`config.mk`:
```
export PLATFORM = sky130hd
export DESIGN_NAME = circular_queue_with_search
export DESIGN_NICKNAME = d
export VERILOG_FILES = /design/src/sv/cqs_pkg.sv /design/src/sv/cqs_ram.sv /design/src/sv/circular_queue_with_search.sv
export SDC_FILE = /design/constraint.sdc
export NUM_CORES = 1
export LEC_CHECK = 0
export ABC_CLOCK_PERIOD_IN_PS = 13200
export BUFFER_PORTS_ARGS = -buffer_cell sky130_fd_sc_hd__buf_2
export CAP_MARGIN = 15
export CORE_ASPECT_RATIO = 1.5
export CORE_MARGIN = 4
export CORE_UTILIZATION = 66
export CTS_CLUSTER_SIZE = 12
export DETAILED_ROUTE_END_ITERATION = 8
export PLACE_DENSITY_LB_ADDON = 0.12
export REMOVE_ABC_BUFFERS = 1
export SLEW_MARGIN = 30
export SYNTH_ARGS = -nofsm -noshare
export SYNTH_HDL_FRONTEND = slang
export SYNTH_HIERARCHICAL = 1
export SYNTH_SLANG_ARGS = --single-unit
export TNS_END_PERCENT = 50
```
`constraint.sdc`:
```
create_clock -name clk -period 13.2 [get_ports clk]
set_clock_uncertainty 0.05 [all_clocks]
set_input_delay 2.64 -clock clk [delete_from_list [all_inputs] [get_ports clk]]
set_output_delay 2.64 -clock clk [all_outputs]
set_load 0.02 [all_outputs]
```
`src/sv/cqs_pkg.sv`:
```
// ----------------------------------------------------------------------------
// cqs_pkg
// shared codes, types and defaults of the circular queue with search
// ----------------------------------------------------------------------------
package cqs_pkg;

    localparam int DEPTH_DEF      = 16;
    localparam int DATA_WIDTH_DEF = 32;

    typedef enum logic [1:0] {
        CMD_ENQ    = 2'd0,
        CMD_DEQ    = 2'd1,
        CMD_CLR    = 2'd2,
        CMD_SEARCH = 2'd3
    } cmd_t;

    localparam logic [1:0] STATUS_OK    = 2'd0;
    localparam logic [1:0] STATUS_FULL  = 2'd1;
    localparam logic [1:0] STATUS_EMPTY = 2'd2;

    typedef enum logic [1:0] {
        S_IDLE,
        S_DEQ,
        S_SEARCH,
        S_OUT
    } state_t;

    typedef struct packed {
        logic wr_en;
        logic rd_en;
    } ram_ctl_t;

endpackage

```
`src/sv/cqs_ram.sv`:
```
// ----------------------------------------------------------------------------
// cqs_ram
// slot storage: one write port, one read port with registered read data
// ----------------------------------------------------------------------------
module cqs_ram #(
    parameter int DEPTH      = cqs_pkg::DEPTH_DEF,
    parameter int DATA_WIDTH = cqs_pkg::DATA_WIDTH_DEF
) (
    input  logic                     clk,
    input  cqs_pkg::ram_ctl_t        ctl,
    input  logic [$clog2(DEPTH)-1:0] waddr,
    input  logic [DATA_WIDTH-1:0]    wdata,
    input  logic [$clog2(DEPTH)-1:0] raddr,
    output logic [DATA_WIDTH-1:0]    rdata
);
    import cqs_pkg::*;

    logic [DATA_WIDTH-1:0] mem [DEPTH];

    always_ff @(posedge clk)
    begin
        if (ctl.wr_en)
        begin
            mem[waddr] <= wdata;
        end
    end

    always_ff @(posedge clk)
    begin
        if (ctl.rd_en)
        begin
            rdata <= mem[raddr];
        end
    end

endmodule

```
`src/sv/circular_queue_with_search.sv`:
```
// ----------------------------------------------------------------------------
// circular_queue_with_search
// ring-buffer fifo of DEPTH words with enqueue, dequeue, clear and search
// ----------------------------------------------------------------------------
// usage
//   input channel (in_valid / in_stall) carries cmd and data_value; a word is
//   taken when in_valid is high and in_stall low. one command is in flight
//   at a time: in_stall stays high from acceptance until its result word has
//   been loaded into the output register.
//   output channel (out_valid / out_stall) carries status, found, position,
//   front_value, rear_value and count; the output register holds its word
//   while out_stall is high, and the next command may already be accepted.
//   steps, from acceptance to the load of the output register:
//     enqueue, clear, refused commands, dequeue that empties the queue: straight to S_OUT
//     any other dequeue: S_DEQ (one read of the new front slot), then S_OUT
//     search: S_SEARCH walks from the front until a hit or the rear slot; the
//       single read port of the slot memory compares one slot per cycle
//   the next word is taken once the load has returned the fsm to S_IDLE;
//   a stalled output delays the load and so the next acceptance.
//   reset: queue empty, head at slot 0, tail at DEPTH-1, no result pending;
//   slot contents are not cleared and are only read once written.
// ----------------------------------------------------------------------------
module circular_queue_with_search #(
    parameter int DEPTH      = cqs_pkg::DEPTH_DEF,
    parameter int DATA_WIDTH = cqs_pkg::DATA_WIDTH_DEF
) (
    input  logic                       clk,
    input  logic                       rst_n,
    input  logic                       in_valid,
    output logic                       in_stall,
    input  logic [1:0]                 cmd,
    input  logic [DATA_WIDTH-1:0]      data_value,
    output logic                       out_valid,
    input  logic                       out_stall,
    output logic [1:0]                 status,
    output logic                       found,
    output logic [$clog2(DEPTH)-1:0]   position,
    output logic [DATA_WIDTH-1:0]      front_value,
    output logic [DATA_WIDTH-1:0]      rear_value,
    output logic [$clog2(DEPTH+1)-1:0] count
);
    import cqs_pkg::*;

    localparam int AW = $clog2(DEPTH);
    localparam int CW = $clog2(DEPTH + 1);

    // ring increment that also works for non power of two depths
    function automatic logic [AW-1:0] ring_next(input logic [AW-1:0] idx);
        logic [AW-1:0] res;
        if (idx == AW'(DEPTH - 1))
        begin
            res = '0;
        end
        else
        begin
            res = idx + 1'b1;
        end
        return res;
    endfunction

    // fsm
    state_t state_reg, state_next;

    // queue pointers and shadow copies of the end slots
    logic [AW-1:0]         head_reg, head_next;
    logic [AW-1:0]         tail_reg, tail_next;
    logic [CW-1:0]         cnt_reg, cnt_next;
    logic [DATA_WIDTH-1:0] front_reg, front_next;
    logic [DATA_WIDTH-1:0] rear_reg, rear_next;

    // search walk
    logic [DATA_WIDTH-1:0] key_reg, key_next;
    logic [AW-1:0]         ptr_reg, ptr_next;
    logic [AW-1:0]         left_reg, left_next;

    // pending result fields
    logic [1:0]    res_status_reg, res_status_next;
    logic          res_found_reg, res_found_next;
    logic [AW-1:0] res_pos_reg, res_pos_next;

    // output register
    logic                  out_valid_reg;
    logic [1:0]            out_status_reg;
    logic                  out_found_reg;
    logic [AW-1:0]         out_pos_reg;
    logic [DATA_WIDTH-1:0] out_front_reg;
    logic [DATA_WIDTH-1:0] out_rear_reg;
    logic [CW-1:0]         out_count_reg;

    // memory port
    ram_ctl_t              ram_ctl;
    logic [AW-1:0]         ram_raddr;
    logic [DATA_WIDTH-1:0] ram_rdata;

    logic          accept;
    logic          load_ok;
    logic          out_load;
    logic          hit;
    logic          queue_empty;
    logic          queue_full;
    logic [AW-1:0] head_inc;
    logic [AW-1:0] tail_inc;
    cmd_t          cmd_in;

    assign cmd_in      = cmd_t'(cmd);
    assign in_stall    = (state_reg != S_IDLE);
    assign accept      = in_valid && !in_stall;
    assign load_ok     = !out_valid_reg || !out_stall;
    assign out_load    = (state_reg == S_OUT) && load_ok;
    assign queue_empty = (cnt_reg == '0);
    assign queue_full  = (cnt_reg == CW'(DEPTH));
    assign head_inc    = ring_next(head_reg);
    assign tail_inc    = ring_next(tail_reg);
    // read data in the search state is the slot at ptr_reg
    assign hit         = (ram_rdata == key_reg);

    cqs_ram #(
        .DEPTH      (DEPTH),
        .DATA_WIDTH (DATA_WIDTH)
    ) u_ram (
        .clk   (clk),
        .ctl   (ram_ctl),
        .waddr (tail_inc),
        .wdata (data_value),
        .raddr (ram_raddr),
        .rdata (ram_rdata)
    );

    // next state
    always_comb
    begin
        state_next = state_reg;
        case (state_reg)
            S_IDLE:
            begin
                if (accept)
                begin
                    case (cmd_in)
                        CMD_DEQ:    state_next = (cnt_reg > CW'(1)) ? S_DEQ : S_OUT;
                        CMD_SEARCH: state_next = queue_empty ? S_OUT : S_SEARCH;
                        default:    state_next = S_OUT;
                    endcase
                end
            end
            S_DEQ:
            begin
                state_next = S_OUT;
            end
            S_SEARCH:
            begin
                if (hit || (left_reg == '0))
                begin
                    state_next = S_OUT;
                end
            end
            S_OUT:
            begin
                if (load_ok)
                begin
                    state_next = S_IDLE;
                end
            end
            default:
            begin
                state_next = S_IDLE;
            end
        endcase
    end

    // datapath and memory control
    always_comb
    begin
        head_next       = head_reg;
        tail_next       = tail_reg;
        cnt_next        = cnt_reg;
        front_next      = front_reg;
        rear_next       = rear_reg;
        key_next        = key_reg;
        ptr_next        = ptr_reg;
        left_next       = left_reg;
        res_status_next = res_status_reg;
        res_found_next  = res_found_reg;
        res_pos_next    = res_pos_reg;
        ram_ctl         = '0;
        ram_raddr       = head_inc;

        case (state_reg)
            S_IDLE:
            begin
                if (accept)
                begin
                    res_status_next = STATUS_OK;
                    res_found_next  = 1'b0;
                    res_pos_next    = '0;
                    case (cmd_in)
                        CMD_ENQ:
                        begin
                            if (queue_full)
                            begin
                                res_status_next = STATUS_FULL;
                            end
                            else
                            begin
                                ram_ctl.wr_en = 1'b1;
                                tail_next     = tail_inc;
                                cnt_next      = cnt_reg + 1'b1;
                                rear_next     = data_value;
                                if (queue_empty)
                                begin
                                    front_next = data_value;
                                end
                            end
                        end
                        CMD_DEQ:
                        begin
                            if (queue_empty)
                            begin
                                res_status_next = STATUS_EMPTY;
                            end
                            else
                            begin
                                // fetch the new front slot
                                ram_ctl.rd_en = 1'b1;
                                ram_raddr     = head_inc;
                                head_next     = head_inc;
                                cnt_next      = cnt_reg - 1'b1;
                            end
                        end
                        CMD_CLR:
                        begin
                            // head moves to the slot after the tail
                            head_next = tail_inc;
                            cnt_next  = '0;
                        end
                        CMD_SEARCH:
                        begin
                            if (queue_empty)
                            begin
                                res_status_next = STATUS_EMPTY;
                            end
                            else
                            begin
                                ram_ctl.rd_en = 1'b1;
                                ram_raddr     = head_reg;
                                ptr_next      = head_reg;
                                left_next     = AW'(cnt_reg - 1'b1);
                                key_next      = data_value;
                            end
                        end
                        default:
                        begin
                            res_status_next = STATUS_OK;
                        end
                    endcase
                end
            end
            S_DEQ:
            begin
                front_next = ram_rdata;
            end
            S_SEARCH:
            begin
                if (hit)
                begin
                    res_found_next = 1'b1;
                    res_pos_next   = ptr_reg;
                end
                else if (left_reg != '0)
                begin
                    ram_ctl.rd_en = 1'b1;
                    ram_raddr     = ring_next(ptr_reg);
                    ptr_next      = ring_next(ptr_reg);
                    left_next     = left_reg - 1'b1;
                end
            end
            default:
            begin
                ram_ctl = '0;
            end
        endcase
    end

    // control registers
    always_ff @(posedge clk or negedge rst_n)
    begin
        if (!rst_n)
        begin
            state_reg     <= S_IDLE;
            head_reg      <= '0;
            tail_reg      <= AW'(DEPTH - 1);
            cnt_reg       <= '0;
            out_valid_reg <= 1'b0;
        end
        else
        begin
            state_reg <= state_next;
            head_reg  <= head_next;
            tail_reg  <= tail_next;
            cnt_reg   <= cnt_next;
            if (out_load)
            begin
                out_valid_reg <= 1'b1;
            end
            else if (!out_stall)
            begin
                out_valid_reg <= 1'b0;
            end
        end
    end

    // payload registers
    always_ff @(posedge clk)
    begin
        front_reg      <= front_next;
        rear_reg       <= rear_next;
        key_reg        <= key_next;
        ptr_reg        <= ptr_next;
        left_reg       <= left_next;
        res_status_reg <= res_status_next;
        res_found_reg  <= res_found_next;
        res_pos_reg    <= res_pos_next;
        if (out_load)
        begin
            out_status_reg <= res_status_reg;
            out_found_reg  <= res_found_reg;
            out_pos_reg    <= res_pos_reg;
            out_count_reg  <= cnt_reg;
            // an empty queue reports zero end values
            out_front_reg  <= queue_empty ? '0 : front_reg;
            out_rear_reg   <= queue_empty ? '0 : rear_reg;
        end
    end

    assign out_valid   = out_valid_reg;
    assign status      = out_status_reg;
    assign found       = out_found_reg;
    assign position    = out_pos_reg;
    assign front_value = out_front_reg;
    assign rear_value  = out_rear_reg;
    assign count       = out_count_reg;

endmodule

```
# --- Word level (Yosys, flattened, before mapping) ---
# Memories as Yosys holds them, arrays and structs flattened. A register that Yosys moved wholly into a read port is not among the register bits.
# Cells that the tools add are included.
op_classes:
  n_reduce_logical: 27
  mux: 60
  addsub: 6
  shift: 0
  magnitude_cmp: 1
  div: 0
  eq_ne: 25
  bitwise_logic: 2
  multipliers: 0
ops:
  columns: ["op", "count"]
  rows:
  - ["$mux 32", 4]
  - ["$mux 4", 21]
  - ["$pmux 32 s2", 1]
  - ["$pmux 4 s2", 5]
  - ["$eq 32x32->1", 1]
  - ["$ne 2x2->1 const B", 11]
  - ["$mux 1", 15]
  - ["$pmux 5 s3", 1]
  - ["$add 4x1->4 const B", 3]
  - ["$eq 4x4->1 const B", 3]
  - ["$mux 2", 6]
  - ["$reduce_and 4->1", 3]
  - ["$mux 5", 2]
  - ["$reduce_and 5->1", 2]
  - ["$eq 2x2->1 const B", 4]
  - ["$pmux 2 s2", 2]
  - ["$pmux 2 s4", 1]
  - ["$reduce_bool 2->1", 4]
  - ["$ne 2x1->1 const B", 3]
  - ["$reduce_and 3->1", 2]
  - ["$reduce_and 6->1", 1]
  - ["$add 5x1->5 const B", 1]
  - ["$eq 5x5->1 const B", 1]
  - ["$gt 5x1->1 const B", 1]
  - ["15 further kinds", 23]
totals:
  latchBits: 0
  regBits: 203
  romBits: 0
  ramBits: 512
  input_bits: 38
  memories: 1
  wordCells: 141
  output_inout_bits: 78
memory_table:
  columns: ["memory", "depth", "width", "rd", "rd_ports_with_merged_regs", "wr", "line_no", "source"]
  rows:
  - ["u_ram.mem", 16, 32, 1, 1, 1, "cqs_ram.sv:18", "logic [DATA_WIDTH-1:0] mem [DEPTH];"]

# --- Depth between registers and ports, before layout ---
# Gate-level depths: netlist of the first run.
depth:
  ltp_word: 7
  ltp_mapped: 14

# --- Cells and area by module ---
# Netlist of the first run, hierarchy kept.
modules_own_cells:
  columns: ["mod", "cells_per_inst", "area_each_um2", "seq_area_each_um2", "n_inst"]
  rows:
  - ["cqs_ram", 838, 20155.6, 16335.7, 1]
  - ["circular_queue_with_search", 548, 8515.7, 6020.8, 1]

# --- Worst setup path after synthesis of the first run ---
# No wires, ideal clock.
synth_timing:
  path_kind: "input to register"
  from: "input port out_stall"
  to: "register out_count_reg[0] (netlist: count[0]), enable pin"
  setup_slack_ns: 4.356
  arrival_time_ns: 8.168
  setup_time_ns: 0.625
  path_buffers: 0
  path_stages: 1
  required_ns: 12.525
  path_cell_list: "a21boi_0"
synth_between:
  elab_chain_len: 3
synth_rtl:
  columns: ["element", "line_no", "source"]
  rows:
  - ["start: declaration", "circular_queue_with_search.sv:34", "input logic out_stall,"]
  - ["$logic_not 1->1", null, null]
  - ["$logic_or 1x1->1", "circular_queue_with_search.sv:108", "assign load_ok = !out_valid_reg || !out_stall;"]
  - ["$logic_and 1x1->1", "circular_queue_with_search.sv:109", "assign out_load = (state_reg == S_OUT) && load_ok;"]
  - ["end signal: assignment", "circular_queue_with_search.sv:327", "out_count_reg <= cnt_reg;"]
  - ["end: declaration", "circular_queue_with_search.sv:88", "logic [CW-1:0] out_count_reg;"]
# No other way between the ends.
# A chain may end at the register's enable or synchronous reset.

# --- Worst setup path after layout of the first run ---
layout_timing:
  from: "input port cmd[0]"
  to: "register u_ram.rdata[8], read port of u_ram.mem (data pin)"
layout_between:
  word_cells_on_any_way: 9
layout_lines:
  columns: ["element", "line_no", "source"]
  rows:
  - ["start: declaration", "circular_queue_with_search.sv:31", "input logic [1:0] cmd,"]
  - ["$eq 2x2->1", "circular_queue_with_search.sv:195", "case (cmd_in)"]
  - ["$mux 4", null, null]
  - ["$mux 4", "circular_queue_with_search.sv:190", "if (accept)"]
  - ["$pmux 4 s2", "circular_queue_with_search.sv:187", "case (state_reg)"]
  - ["via ram_raddr[0]", "circular_queue_with_search.sv:92", "logic [AW-1:0] ram_raddr;"]
  - ["end: declaration", "cqs_ram.sv:14", "output logic [DATA_WIDTH-1:0] rdata"]
# The timed path passes the listed nets, and every way through them passes these cells.

==> summary.md, run 1 <==
| Metric | Value |
|---|---|
| DP Cell Count | about 2000 |
| YS warnings | 6 |
| Core area | about 0.043 mm^2 |
| Share of post-route cells with drive strength above 1 | between 20 and 30% |
| Largest net degree at the start of global routing | a little under 80 |
| Max Slew Vio Count | 0 |
| Clock Latency Late Sink | slightly below 0.6 ns |
| Crit path max fanout | between 40 and 50 |
| Fin crit share | between 40% and 50% |
| Unique cell type count in the Yosys netlist | 58 |
| Commonest non-fill, non-tap cell in the layout | edfxtp_1 |
| Max reg flops | approximately 510 |
| WP buf/inv | 4 |
| Post-synth top area share | between 70% and 80% |
| Power Density | about 250 mW/mm^2 |
| Leak | approximately 10 nW |
| Family with the most delay on the worst path | buffers and inverters |
| HP Class | reg2reg |
| WHS | around 0.37 ns |
| Fmax | approximately 150 MHz |
| Clk root buf | clkbuf_16 |
| Area growth, synth to finish | 12.1% |
| P_int | between 5 and 6 mW |
| Postcts setup bufs | 0 |
| EDFF count, synth | around 730 |
| Endpoints failing setup | 0 |
| Post-synth ARST share | 2.14% |
| Post-route ant nets | 0 |
| Clock slew at reported path FFs | around 0.060 ns |
| Outcome | completed |
| Setup CP Type | in2reg |
| Hold Fails Final Rpt | 0 |
| Residual DRC | 0 |
| Drt via density | ~6.6 |
| Max-cap violations | 0 |
| Top cells by area, synth | edfxtp_1 77%, mux4_2 10%, a22oi_1 1.7% |
| Post-cts sizing count | 0 |
| Post-synthesis sequential area ratio | 78.0% |
| Mapped cell area | 0.0287 mm^2 |
| Critical Path AT | 6.83 ns |
| Clock H-tree levels | 3 |
| Top register by number of flip-flops | u_ram/mem |
| Sink Count | around 750 |
| Vias | about 14000 |
| Chip width | roughly 180 um |
| IO buf count | 115 |
| Ant. Diodes | 0 |
| GRT Resource Usage Total | around 28% |
| Total gr overflow | 0 |
| First-pass GRT wire length | between 90000 and 100000 um |
| CTS tree | done |
| RSZ-0062 raised after global routing | no |
| Post-synth top flop | edfxtp_1 |
| Cts hold-fix bufs | 0 |
| Vias in the first global route | around 15000 |
| Fill count | 2353 |
| Normalized max-slew margin | around a third |
| Synth Instances | 1386 |
| Layout Nets | approximately 1600 |
| Routed len/inst | between 20 and 30 um |
| Power share of the clock group | approximately a quarter |
| Critical Path RT | 13.48 ns |
| Die H | about 260 um |
| CP peak stage delay | just over 0.8 ns |
| Most frequent cells in the layout | 731 x edfxtp_1, 128 x mux4_2, 115 x buf_2 |
| Net load switching power | about 2.6 mW |
| Critical Path Source Type | input port |
| Full die area | 0.0469 mm^2 |
| Switching Share | approximately a third |
| Minimum clock period | ~6.5 ns |
| DRT Wirelength | between 60000 and 70000 um |
| Mean Syn Cell Area | around 21 um^2 |
| Fin cells | around 2100 |
| Setup TNS | 0 ns |
| IO Pins | 116 |
| Total CTS buffers | 73 |
| VDD IR max | roughly 0.22 mV |
| DR iter-0 viols | around 1300 |
| Clk buf depth | 3 |
| Critical path capture point type | register |
| Initial antenna violation count | 2 |
| Gpl congestion | approximately 0.85 |
| Starting density of the core | about two thirds |
| Logic pwr share | approximately 37% |
| Crit-path cells | buf_2, ha_1, nand4_1, inv_4, nand2_1, o211ai_4, buf_4, buf_4, mux4_2, a22oi_1, nand2_1 |
| Row Count | a little over 90 |
| Seq cells post-synth | 747 |
| Slew @ Worst Pin | 1.01 ns |
| HPWL after DPL | roughly 33000 um |
| Slowest cell on crit path | buf_4 |
| Synth area leader | edfxtp_1 |
| Sequential power share | between 40 and 50% |
| Drt pass-1 iters | 5 |
==> power groups by stage <==
stage	registers (mW)	clock network [mW]	logic (mW)
2_1_floorplan	3.35	0	2.26
3_3_place_gp	3.22	0	2.84
3_5_place_dp	3.23	0	2.89
4_1_cts	3.18	1.88	2.92
5_1_grt	3.21	1.97	3.11
6_report	3.18	1.85	2.90
==> final cells by class <==
class	count	area (um^2)	area share, %
clock buffers	97	1990	6.19
repair buffers	147	820	2.55
multi-input cells	559	6150	19.2
clock inverters	5	40.0	0.125
flip-flops and latches	747	22400	69.6
inverters	16	62.6	0.195
well taps	570	713	2.22
==> stage by stage <==
stage                     setup WS [ns]  instance area, um^2  utilization (%)  total power, mW
after floorplan                    2.65                28400                -             5.61
after global placement             5.72                30100             70.1             6.07
after detailed placement           5.98                30100             70.1             6.12
after CTS                          6.59                32100             74.8             7.98
after global routing               6.26                32100             74.8             8.29
final                              6.65                32100             74.8             7.93
==> cells in the mapped netlist (9+ instances only) <==
| cell type | instances |
|---|---|
| edfxtp_1 | 731 |
| nand4_1 | 10 |
| ha_1 | 17 |
| a21oi_1 | 15 |
| mux2_2 | 40 |
| clkbuf_1 | 30 |
| a22oi_1 | 66 |
| nor2_1 | 30 |
| dfrtp_1 | 12 |
| nand2_1 | 57 |
| mux4_2 | 128 |
| and2_1 | 70 |
| buf_4 | 10 |
| buf_1 | 11 |
| inv_1 | 15 |
| o21ai_0 | 15 |
| buf_2 | 11 |
| nand3_1 | 9 |
| xnor2_1 | 37 |
==> final timing paths <==
path                                                  start                  endpoint  slack (ns)  depth (start not counted)
min in group asynchronous                             rst_n  state_reg[0]$_DFFE_PN0P_        1.92                          1
worst min-delay path            res_status_reg[1]$_DFFE_PP_       status[1]$_DFFE_PP_        0.37                          0
max in group asynchronous                             rst_n   tail_reg[0]$_DFFE_PN1P_       10.85                          1
worst min register to register  res_status_reg[1]$_DFFE_PP_       status[1]$_DFFE_PP_        0.37                          0
worst max-delay path                                 cmd[0]  u_ram/rdata[8]$_DFFE_PP_        6.65                         11
worst max register to register       cnt_reg[0]$_DFFE_PN0P_  u_ram/rdata[8]$_DFFE_PP_        7.25                         12
==> cell families after synthesis <==
| group | count (synthesis) | share of synthesized area [%] |
|---|---|---|
| buffers and inverters | 80 | 1.28 |
| multiplexers | 176 | 11.9 |
| adder cells (fa/ha/maj) | 17 | 0.742 |
| AO/OA/AOI/OAI | 126 | 3.21 |
| AND/OR/NAND/NOR | 200 | 3.67 |
| flip-flops | 747 | 78.0 |
| XOR/XNOR | 40 | 1.22 |
==> routing by layer <==
metal,vias to the layer above,track usage [%],routed length [um]
li1,5912,-,-
met1,7416,38.1,22900
met2,765,46.0,32900
met3,138,5.03,5410
met4,4,8.68,1920
met5,-,0,22
(Power assumes the default switching activity.)
==> run 2: changes to the inputs <==
--- a/config.mk
+++ b/config.mk
@@ -5,12 +5,12 @@
 export SDC_FILE = /design/constraint.sdc
 export NUM_CORES = 1
 export LEC_CHECK = 0
-export ABC_CLOCK_PERIOD_IN_PS = 13200
+export ABC_CLOCK_PERIOD_IN_PS = 5590
 export BUFFER_PORTS_ARGS = -buffer_cell sky130_fd_sc_hd__buf_2
 export CAP_MARGIN = 15
 export CORE_ASPECT_RATIO = 1.5
 export CORE_MARGIN = 4
-export CORE_UTILIZATION = 66
+export CORE_UTILIZATION = 55
 export CTS_CLUSTER_SIZE = 12
 export DETAILED_ROUTE_END_ITERATION = 8
 export PLACE_DENSITY_LB_ADDON = 0.12
==> constraint.sdc (replaced) <==
create_clock -name clk -period 5.59 [get_ports clk]
set_clock_uncertainty 0.05 [all_clocks]
set_input_delay 1.118 -clock clk [delete_from_list [all_inputs] [get_ports clk]]
set_output_delay 1.118 -clock clk [all_outputs]
set_load 0.02 [all_outputs]
==> run 2 against run 1 <==
Against the previous run:
- global-route usage fell by 4.5 points
- clock power rose by 140%
- wire length rose by 2.0%
- non-clock buffer count rose by 11
- combinational power rose to 2.5 times the previous value
- die area rose by 19%
==> summary.md, run 2 (same netlist as run 1, synthesis figures left out) <==
| Metric | Value |
|---|---|
| Outcome | completed |
| Share of post-route cells with drive strength above 1 | 28.8% (+0.63 points) |
| Clock Latency Late Sink | 0.60 ns (about the same) |
| Normalized max-slew margin | 36.7% (+4.1 points) |
| Register area | 0.0224 mm^2 (unchanged) |
| Critical Path AT | 4.65 ns (-2.18 ns) |
| Postcts setup bufs | 0 (unchanged) |
| Critical Path Source Type | register |
| Final Cell Area | 0.0326 mm^2 (+1.4%) |
| Area growth, synth to finish | 13.7% |
| Endpoints failing setup | 0 (unchanged) |
| Hold Fails Final Rpt | 0 (unchanged) |
| DR iter-0 viols | 1149 (-14%) |
| Cts hold-fix bufs | 0 (unchanged) |
| HP Class | reg2reg |
| Layout Nets | 1610 (+0.69%) |
| Met3 WL | 4050 um (-25%) |
| WHS | 0.368 ns (-0.00154 ns) |
| Setup TNS | 0 ns (unchanged) |
| Place WS | 1.06 ns (-4.93 ns) |
| Max Slew Vio Count | 0 (unchanged) |
| Starting density of the core | 55.6% (-11 points) |
| Wl on met1 | 24100 um (+5.1%) |
| Max-cap violations | 0 (unchanged) |
| First-pass GRT wire length | 94600 um (+0.39%) |
| RSZ-0062 raised after global routing | no |
| Fin cells | 2253 (+5.2%) |
| Critical path capture point type | register |
| Chip width | 194 um (+9.1%) |
| VDD IR max | 0.661 mV (+200%) |
| Met2 wire length | 34700 um (+5.5%) |
| Commonest non-fill, non-tap cell in the layout | edfxtp_1 |
| DP Cell Count | 2155 (+5.7%) |
| Leak | 10.6 nW (+1.2%) |
| Sink Count | 747 (unchanged) |
| Clock H-tree levels | 3 (unchanged) |
| Routed len/inst | 28.6 um (-3.1%) |
| Tot Pwr | 19.1 mW (+140%) |
| Clk buf depth | 3 (unchanged) |
| Power Density | 586 mW/mm^2 (+140%) |
| CTS tree | done |
| Slew @ Worst Pin | 0.947 ns (-0.0638 ns) |
| Placed inst area | 0.0305 mm^2 (+1.5%) |
| Residual DRC | 0 (unchanged) |
| Drt via density | 6.18 (-7.1%) |
| Most frequent cells in the layout | 731 x edfxtp_1, 128 x mux4_2, 115 x buf_2 |
| Vias in the first global route | 14500 (-1.3%) |
| Utilization after layout | 63.2% (-12 points) |
| Initial antenna violation count | 3 (+1) |
| Clock slew at reported path FFs | 0.06 ns (about the same) |
| HPWL after DPL | 34900 um (+6.2%) |
| Largest net degree at the start of global routing | 77 (unchanged) |
| Core area | 0.0516 mm^2 (+20%) |
| GRT Resource Usage Total | 23.2% (-4.5 points) |
| Fmax | between 200 and 250 MHz |
| Row Count | 102 (+9.7%) |
| Fill count | 3554 (+51%) |
| Drt pass-1 iters | 7 (+2) |
| Setup CP Type | reg2reg |
| DRT Wirelength | 64400 um (+2.0%) |
| IO Pins | 116 (unchanged) |
| Full die area | 0.0559 mm^2 (+19%) |
| Fin crit share | 78.0% |
| Clk root buf | clkbuf_16 |
| Minimum clock period | approximately 4.4 ns |
| Crit path max fanout | 28 (-35%) |
| Critical Path RT | 5.88 ns (-7.60 ns) |
| Multi-input gate area | 0.00615 mm^2 (about the same) |
| Post-cts sizing count | 0 (unchanged) |
| Vias | 13900 (-2.2%) |
| Max reg flops | 512 (unchanged) |
| Die H | 288 um (+9.3%) |
| Total CTS buffers | 73 (unchanged) |
| IO buf count | 115 (unchanged) |
| Final worst setup slack | 1.23 ns (-5.42 ns) |
| Top register by number of flip-flops | u_ram/mem |
| DR top layer | met5 |
| Gpl congestion | 0.792 (-6.9%) |
| Total gr overflow | 0 (unchanged) |
| Post-route ant nets | 0 (unchanged) |
==> run 2: critical path: stages, from the launching register on <==
cell and delay, ns:
dfrtp_1 0.48, inv_1 0.18, ha_1 0.30, or4b_4 0.64, a31oi_1 0.22, or3_4 0.16, a31oi_2 0.11, o211ai_4 0.61
buf_16 0.22, buf_12 0.26, mux4_2 0.54, a22oi_1 0.22, nand2_1 0.09
==> run 2: report_power, final <==
| group | internal (mW) | switching (mW) |
|---|---|---|
| sequential | 7.19 | 0.302 |
| clock | 2.43 | 1.93 |
| combinational | 3.19 | 4.06 |
| total | 12.8 | 6.29 |
==> run 2: worst paths after layout <==
| path | slack, ns | start | to | cells after the start |
|---|---|---|---|---|
| hold reg to reg | 0.37 | res_pos_reg[3]$_SDFFCE_PN0P_ | position[3]$_DFFE_PP_ | 0 |
| max in group asynchronous | 4.76 | rst_n | tail_reg[3]$_DFFE_PN1P_ | 1 |
| hold / removal | 0.37 | res_pos_reg[3]$_SDFFCE_PN0P_ | position[3]$_DFFE_PP_ | 0 |
| setup reg to reg | 1.23 | cnt_reg[0]$_DFFE_PN0P_ | u_ram/rdata[30]$_DFFE_PP_ | 12 |
| min in group asynchronous | 0.40 | rst_n | cnt_reg[3]$_DFFE_PN0P_ | 1 |
| setup / recovery | 1.23 | cnt_reg[0]$_DFFE_PN0P_ | u_ram/rdata[30]$_DFFE_PP_ | 12 |
==> run 2: layer usage <==
metal | global-route usage [%] | vias up
met5 | 0 | -
met4 | 6.70 | 2
met3 | 4.17 | 104
met2 | 41.3 | 546
met1 | 29.4 | 7327
li1 | - | 5942
==> run 2: final cells by class <==
type	instances	share of cell area, %
Timing Repair Buffer	158	3.60
Antenna cell	2	0.0154
Tap cell	676	2.59
Inverter	16	0.184
Clock buffer	83	5.78
Clock inverter	12	0.372
Sequential cell	747	68.6
Multi-Input combinational cell	559	18.9
